<file path="src/deq_pkg.sv">
// Shared types and constants for the double-ended queue.
package deq_pkg;

	localparam int unsigned DEPTH_DEF      = 16;
	localparam int unsigned ELEM_WIDTH_DEF = 32;
	localparam int unsigned VALUE_W        = 32;
	localparam int unsigned COUNT_W        = 5;

	typedef enum logic [1:0] {
		OP_PUSH_FRONT = 2'd0,
		OP_PUSH_BACK  = 2'd1,
		OP_POP_FRONT  = 2'd2,
		OP_POP_BACK   = 2'd3
	} op_t;

	typedef enum logic [1:0] {
		STATUS_DONE      = 2'd0,
		STATUS_UNDERFLOW = 2'd1,
		STATUS_OVERFLOW  = 2'd2
	} status_t;

	typedef struct packed {
		op_t                operation;
		logic [VALUE_W-1:0] value;
	} cmd_t;

	typedef struct packed {
		status_t            status;
		logic [VALUE_W-1:0] front_value;
		logic [VALUE_W-1:0] back_value;
		logic [COUNT_W-1:0] count;
		logic               is_empty;
	} rsp_t;

	typedef enum logic {
		FSM_IDLE,
		FSM_READ
	} fsm_t;

endpackage

</file>
<file path="src/deq_if.sv">
// Valid/ready channels for queue commands and responses.
interface deq_cmd_if;
	logic          valid;
	logic          ready;
	deq_pkg::cmd_t data;

	modport source(output valid, output data, input ready);
	modport sink(input valid, input data, output ready);
endinterface

interface deq_rsp_if;
	logic          valid;
	logic          ready;
	deq_pkg::rsp_t data;

	modport source(output valid, output data, input ready);
	modport sink(input valid, input data, output ready);
endinterface

</file>
<file path="src/deq_ram.sv">
// Ring storage: one write port, two registered read ports with write forwarding.
module deq_ram #(
	parameter int unsigned DEPTH      = deq_pkg::DEPTH_DEF,
	parameter int unsigned ELEM_WIDTH = deq_pkg::ELEM_WIDTH_DEF,
	localparam int unsigned IDX_W     = $clog2(DEPTH)
) (
	input  logic                  clk,
	input  logic                  we,
	input  logic [IDX_W-1:0]      waddr,
	input  logic [ELEM_WIDTH-1:0] wdata,
	input  logic                  re,
	input  logic [IDX_W-1:0]      raddr_a,
	input  logic [IDX_W-1:0]      raddr_b,
	output logic [ELEM_WIDTH-1:0] rdata_a,
	output logic [ELEM_WIDTH-1:0] rdata_b
);

	logic [ELEM_WIDTH-1:0] mem [DEPTH];
	logic [ELEM_WIDTH-1:0] rdata_a_q;
	logic [ELEM_WIDTH-1:0] rdata_b_q;

	always_ff @(posedge clk) begin
		if (we) begin
			mem[waddr] <= wdata;
		end
	end

	// Bypass the word being written when a read hits the same slot.
	always_ff @(posedge clk) begin
		if (re) begin
			rdata_a_q <= (we && (waddr == raddr_a)) ? wdata : mem[raddr_a];
			rdata_b_q <= (we && (waddr == raddr_b)) ? wdata : mem[raddr_b];
		end
	end

	assign rdata_a = rdata_a_q;
	assign rdata_b = rdata_b_q;

endmodule

</file>
<file path="src/double_ended_queue.sv">
// Double-ended queue on a ring buffer held in a synchronous memory.
// A command reads front and back into the registered RAM ports, then fills the output register.
// No new command is taken until its result is loaded into the output register.
// A finished result waits in an output register while the next command is taken.
// Reset clears front pointer, count and handshake state; slot contents stay undefined,
// no clearing pass, so the queue is ready in the first cycle after reset.
module double_ended_queue #(
	parameter int unsigned DEPTH      = deq_pkg::DEPTH_DEF,
	parameter int unsigned ELEM_WIDTH = deq_pkg::ELEM_WIDTH_DEF
) (
	input  logic      clk,
	input  logic      arst_n,
	deq_cmd_if.sink   cmd,
	deq_rsp_if.source rsp
);

	localparam int unsigned IDX_W = $clog2(DEPTH);
	localparam int unsigned CNT_W = $clog2(DEPTH + 1);
	localparam int unsigned SUM_W = CNT_W + 1;

	function automatic logic [IDX_W-1:0] wrap_idx(input logic [SUM_W-1:0] s);
		logic [SUM_W-1:0] t;
		t = (s >= SUM_W'(DEPTH)) ? s - SUM_W'(DEPTH) : s;
		return t[IDX_W-1:0];
	endfunction

	deq_pkg::fsm_t    state_q, state_d;
	logic [IDX_W-1:0] first_q, first_d;
	logic [CNT_W-1:0] count_q, count_d;

	deq_pkg::status_t status_d;
	deq_pkg::status_t status_s1;
	logic [CNT_W-1:0] count_s1;

	logic             accept;
	logic             load_rsp;
	logic             full;
	logic             empty;
	logic [IDX_W-1:0] first_dec;
	logic [IDX_W-1:0] tail;

	logic                  we;
	logic [IDX_W-1:0]      waddr;
	logic [ELEM_WIDTH-1:0] wdata;
	logic [IDX_W-1:0]      raddr_a;
	logic [IDX_W-1:0]      raddr_b;
	logic [ELEM_WIDTH-1:0] rdata_a;
	logic [ELEM_WIDTH-1:0] rdata_b;

	logic          rsp_valid_q;
	deq_pkg::rsp_t rsp_q;

	assign accept    = cmd.valid && cmd.ready;
	assign full      = (count_q == CNT_W'(DEPTH));
	assign empty     = (count_q == '0);
	assign first_dec = (first_q == '0) ? IDX_W'(DEPTH - 1) : first_q - 1'b1;
	assign tail      = wrap_idx(SUM_W'(first_q) + SUM_W'(count_q));
	assign wdata     = ELEM_WIDTH'(cmd.data.value);

	// Next pointer, count and status for the command on the port.
	always_comb begin
		first_d  = first_q;
		count_d  = count_q;
		status_d = deq_pkg::STATUS_DONE;
		we       = 1'b0;
		waddr    = tail;
		unique case (cmd.data.operation)
			deq_pkg::OP_PUSH_FRONT: begin
				if (full) begin
					status_d = deq_pkg::STATUS_OVERFLOW;
				end else begin
					first_d = first_dec;
					count_d = count_q + 1'b1;
					we      = accept;
					waddr   = first_dec;
				end
			end
			deq_pkg::OP_PUSH_BACK: begin
				if (full) begin
					status_d = deq_pkg::STATUS_OVERFLOW;
				end else begin
					count_d = count_q + 1'b1;
					we      = accept;
				end
			end
			deq_pkg::OP_POP_FRONT: begin
				if (empty) begin
					status_d = deq_pkg::STATUS_UNDERFLOW;
				end else begin
					first_d = wrap_idx(SUM_W'(first_q) + SUM_W'(1));
					count_d = count_q - 1'b1;
				end
			end
			deq_pkg::OP_POP_BACK: begin
				if (empty) begin
					status_d = deq_pkg::STATUS_UNDERFLOW;
				end else begin
					count_d = count_q - 1'b1;
				end
			end
			default: begin
				status_d = deq_pkg::STATUS_DONE;
			end
		endcase
	end

	// Read the new front and back; the back address is meaningless when empty.
	assign raddr_a = first_d;
	assign raddr_b = wrap_idx(SUM_W'(first_d) + SUM_W'(count_d) - SUM_W'(1));

	deq_ram #(
		.DEPTH      (DEPTH),
		.ELEM_WIDTH (ELEM_WIDTH)
	) u_ram (
		.clk     (clk),
		.we      (we),
		.waddr   (waddr),
		.wdata   (wdata),
		.re      (accept),
		.raddr_a (raddr_a),
		.raddr_b (raddr_b),
		.rdata_a (rdata_a),
		.rdata_b (rdata_b)
	);

	always_comb begin
		state_d = state_q;
		unique case (state_q)
			deq_pkg::FSM_IDLE: begin
				if (accept) begin
					state_d = deq_pkg::FSM_READ;
				end
			end
			deq_pkg::FSM_READ: begin
				if (load_rsp) begin
					state_d = deq_pkg::FSM_IDLE;
				end
			end
			default: begin
				state_d = deq_pkg::FSM_IDLE;
			end
		endcase
	end

	always_comb begin
		cmd.ready = (state_q == deq_pkg::FSM_IDLE);
		load_rsp  = (state_q == deq_pkg::FSM_READ) && (!rsp_valid_q || rsp.ready);
	end

	always_ff @(posedge clk or negedge arst_n) begin
		if (!arst_n) begin
			state_q     <= deq_pkg::FSM_IDLE;
			first_q     <= '0;
			count_q     <= '0;
			rsp_valid_q <= 1'b0;
		end else begin
			state_q <= state_d;
			if (accept) begin
				first_q <= first_d;
				count_q <= count_d;
			end
			if (load_rsp) begin
				rsp_valid_q <= 1'b1;
			end else if (rsp.ready) begin
				rsp_valid_q <= 1'b0;
			end
		end
	end

	always_ff @(posedge clk) begin
		if (accept) begin
			status_s1 <= status_d;
			count_s1  <= count_d;
		end
	end

	// Hold the word until taken; zero front and back on an empty queue.
	always_ff @(posedge clk) begin
		if (load_rsp) begin
			rsp_q.status      <= status_s1;
			rsp_q.count       <= deq_pkg::COUNT_W'(count_s1);
			rsp_q.is_empty    <= (count_s1 == '0);
			rsp_q.front_value <= (count_s1 == '0) ? '0 : deq_pkg::VALUE_W'(rdata_a);
			rsp_q.back_value  <= (count_s1 == '0) ? '0 : deq_pkg::VALUE_W'(rdata_b);
		end
	end

	assign rsp.valid = rsp_valid_q;
	assign rsp.data  = rsp_q;

endmodule

</file>
<file path="src/flat_wrapper.sv">
// flat-port wrapper written by rule: the top's interface ports become plain ports
module double_ended_queue_flat 
#(
	parameter int unsigned DEPTH      = deq_pkg::DEPTH_DEF,
	parameter int unsigned ELEM_WIDTH = deq_pkg::ELEM_WIDTH_DEF
)
  (clk, arst_n, cmd_valid, cmd_data, cmd_ready, rsp_valid, rsp_data, rsp_ready);
  deq_cmd_if cmd_i ();
  deq_rsp_if rsp_i ();
  input  logic clk;
  input  logic arst_n;
  input wire logic [$bits(cmd_i.valid)-1:0] cmd_valid;
  input wire logic [$bits(cmd_i.data)-1:0] cmd_data;
  output wire logic [$bits(cmd_i.ready)-1:0] cmd_ready;
  output wire logic [$bits(rsp_i.valid)-1:0] rsp_valid;
  output wire logic [$bits(rsp_i.data)-1:0] rsp_data;
  input wire logic [$bits(rsp_i.ready)-1:0] rsp_ready;
  assign cmd_i.valid = cmd_valid;
  assign cmd_i.data = cmd_data;
  assign cmd_ready = cmd_i.ready;
  assign rsp_valid = rsp_i.valid;
  assign rsp_data = rsp_i.data;
  assign rsp_i.ready = rsp_ready;
  double_ended_queue #(.DEPTH(DEPTH), .ELEM_WIDTH(ELEM_WIDTH)) u_core (.clk(clk), .arst_n(arst_n), .cmd(cmd_i), .rsp(rsp_i));
endmodule
</file>
<file path="config.mk">
export PLATFORM = sky130hd
export DESIGN_NAME = double_ended_queue_flat
export DESIGN_NICKNAME = d
export VERILOG_FILES = /design/src/deq_pkg.sv /design/src/deq_if.sv /design/src/deq_ram.sv /design/src/double_ended_queue.sv /design/src/flat_wrapper.sv
export SDC_FILE = /design/constraint.sdc
export NUM_CORES = 1
export LEC_CHECK = 0
export ABC_AREA = 1
export BUFFER_PORTS_ARGS = -buffer_cell sky130_fd_sc_hd__clkbuf_2
export CELL_PAD_IN_SITES_DETAIL_PLACEMENT = 1
export CELL_PAD_IN_SITES_GLOBAL_PLACEMENT = 1
export CORE_MARGIN = 10
export CORE_UTILIZATION = 40
export CTS_CLUSTER_DIAMETER = 30
export DETAILED_ROUTE_END_ITERATION = 8
export GPL_TIMING_DRIVEN = 1
export PLACE_DENSITY_LB_ADDON = 0.1
export SLEW_MARGIN = 0
export SYNTH_ARGS = -nofsm -noshare
export SYNTH_HDL_FRONTEND = slang
export SYNTH_SLANG_ARGS = --single-unit
</file>
<file path="constraint.sdc">
create_clock -name clk -period 5 [get_ports clk]
set_clock_uncertainty 0.15 [all_clocks]
set_input_delay 0.25 -clock clk [delete_from_list [all_inputs] [get_ports clk]]
set_output_delay 0.25 -clock clk [all_outputs]
set_load 0.03 [all_outputs]
</file>
==> results_dict.tcl <==
set metrics [dict create \
    status "finished, final reports clean" \
    end_kind "register" \
    floorplan.initialDensity_pct 40.3 \
    drv_cap 0 \
    setup_viol 0 \
    wl_met1_mm 57.6 \
    antenna_found_initial 5 \
    final.setup.tns_ns 0 \
    cts-htree-levels 4 \
    synth_async_sr_flop_share_pct 1.65 \
    grt_pass1_vias 30568 \
    mappedNetlistNets 3750 \
    slowest_stage "buf_4" \
    grt_max_degree 185 \
    ys_types 35 \
    cts_resized 0 \
    worstRegToRegCells 15 \
    hold_class "input port to register" \
    cp_data_arrival_time_ns 4.91 \
    cts.path.max_buffers 3 \
    startpoint_type "register" \
    final_common_cell "nand3_1" \
    ant_nets 0 \
    holdPathStages 5 \
    ys_warn_count 0 \
    grt_pass1_wl_mm 198 \
    ios 112 \
    startpoint "u_core.count_q[1]" \
    crit_type "register to register" \
    cts_tree "done" \
    path_max_fanout 184 \
    fin_area_sq_um 41700 \
    die_h_um 311 \
    drtIter0Drc 2963 \
    slew_headroom_pct 21.4 \
    grt.overflow.total 0 \
    slew_viol_final 0 \
    place_congestion 0.823 \
    topRoutingLayerUsed "met5" \
    viasPerCell 5.80 \
    clock_latency_ns 0.76 \
    drive_above_1_share_pct 12.4 \
    finalCriticalPeriod_ns 4.63 \
    n_fill_cell 9309 \
    reg2reg_from "u_core.count_q[1]" \
    ys_seq_area_share_pct 59.1 \
    layout_common_cells "804 x nand3_1, 655 x edfxtp_1, 652 x nand2_1, 561 x inv_1, 295 x o21ai_0" \
    crit_chain "inv_1, ha_1, nand4_1, nand3_1, nand2_4, nand2_8, buf_12, buf_4, nand2_1, nand3_1, nand3_1, nand3_1, nand2_1, nand2_1, nand2_1" \
    drtPass1Iterations 5 \
    grt.total_usage_pct 27.0 \
    die_w_um 311 \
    ys_ff_latch 666 \
    min_period_over_period_pct 92.6 \
    cts.sinks 666 \
    syn_area_sq_um 33800 \
    wl_met3_mm 10.5 \
    wl_met2_mm 61.0 \
    root_buffer "clkbuf_16" \
    postSynthCellCount 3699 \
    wire_per_inst_um 26.2 \
    drcViolationCount 0 \
    fp-row-count 106 \
    worst_slew_pin_slew_ns 1.18 \
    syn_to_final_growth_pct 23.5 \
    synthFlopType "edfxtp_1" \
    fin_util_pct 49.8 \
    hold_viol 0 \
    totalWireLength_mm 134 \
    numCtsBuffers 168 \
    rsz0062_at_grt "false" \
    clk_pin_slew_ns 0.04 \
    dpl_cell_area_sq_um 35700 \
    num_vias 29565 \
    synth-edff-count 655 \
    port_buffers 111 \
    hpwl_mm 71.1 \
    critPathRequiredTime_ns 5.28 \
    fin_nets 3874 \
    core-area_sq_um 83700 \
    max_freq_mhz 216 \
    min_from "rsp_ready" \
    avgSynthCellArea_sq_um 9.13 \
    crit_path_max_incr_delay_ns 0.89 \
    dieArea_sq_um 96400 \
]
-- per-stage QoR --
| stage | hold slack [ns] | setup WS [ns] | cells |
|---|---|---|---|
| final | 0.210 | 0.371 | 5097 |
| after floorplan | -0.196 | 0.266 | 3699 |
| after global routing | 0.228 | 0.146 | 5097 |
| after global placement | 0.0174 | 0.528 | 4750 |
| after detailed placement | 0.0233 | 0.503 | 4750 |
| after CTS | 0.172 | 0.483 | 5096 |
-- area by class of cell --
class	count	area, sq um	share of cell area [%]
inverter	574	2160	5.18
multi-input combinational	2196	10800	25.8
clock buffer	204	4440	10.7
sequential	666	19900	47.8
clock inverter	105	1220	2.92
timing repair buffer	217	1760	4.21
antenna	1	2.50	0.00600
tap	1134	1420	3.40
-- repair_timing --
action	in CTS	in global routing
endpoints found under the setup margin	0	0
hold buffers	37	0
buffers inserted	0	0
endpoints found under the hold margin	583	0
-- sequential cells by signal, summed over array words and instances (netlist names), 2 cells and up --
signal and count:
u_core.rsp.data 72, u_core.count_s1 5, u_core.u_ram.rdata_a 32, u_core.u_ram.mem 512
u_core.count_q 5, u_core.u_ram.rdata_b 32, u_core.first_q 4, u_core.status_s1 2
-- metal layers --
layer / global-route usage, % / up-vias
met3: 4.67 / 320
met4: 10.9 / 4
li1: - / 12874
met1: 36.6 / 14998
met5: 0 / -
met2: 42.6 / 1369
-- path summary, 6_finish.rpt --
path	endpoint	slack, ns
min	u_core.rsp.valid	0.21
min reg2reg	u_core.rsp.data[71]	0.27
max in group asynchronous	u_core.count_q[0]	3.83
max reg2reg	u_core.u_ram.rdata_a[11]	0.37
max	u_core.u_ram.rdata_a[11]	0.37
min in group asynchronous	u_core.first_q[1]	0.46
-- cells by family (layout without fill, tap and decap cells) --
kind of cell             count (synthesis)  after routing  synth area share, %
AND/OR/NAND/NOR                       1574           1574                 21.3
buffers and inverters                  837           1100                 9.75
flip-flops                             666            666                 59.1
AO/OA/AOI/OAI                          592            592                 8.90
XOR/XNOR                                17             17                0.441
adder cells (fa/ha/maj)                 13             13                0.526
other                                    0              1                    0
-- Yosys cell counts, types with 7 or more instances --
master	number	area, sq um
a21oi_1	259	1300
a31oi_1	20	125
buf_1	32	120
buf_2	74	370
clkbuf_1	147	552
dfrtp_1	11	275
edfxtp_1	655	19700
ha_1	11	138
inv_1	565	2120
inv_2	9	33.8
nand2_1	653	2450
nand2_2	7	43.8
nand3_1	806	4030
nand3b_1	42	315
nor2_1	28	105
nor3_1	22	110
o21ai_0	295	1480
o21ai_1	12	60.1
xor2_1	14	123
-- worst max-delay path: cells and delay by family (launching register included) --
| kind | cells | cell delay (ns) |
|---|---|---|
| adders and majority gates | 1 | 0.32 |
| buffers and inverters | 3 | 1.78 |
| DFF | 1 | 0.42 |
| and+or+nand+nor | 11 | 1.42 |
Power is not shown: default switching activity piles up to over one toggle a cycle in this logic, so the estimate is an artifact.
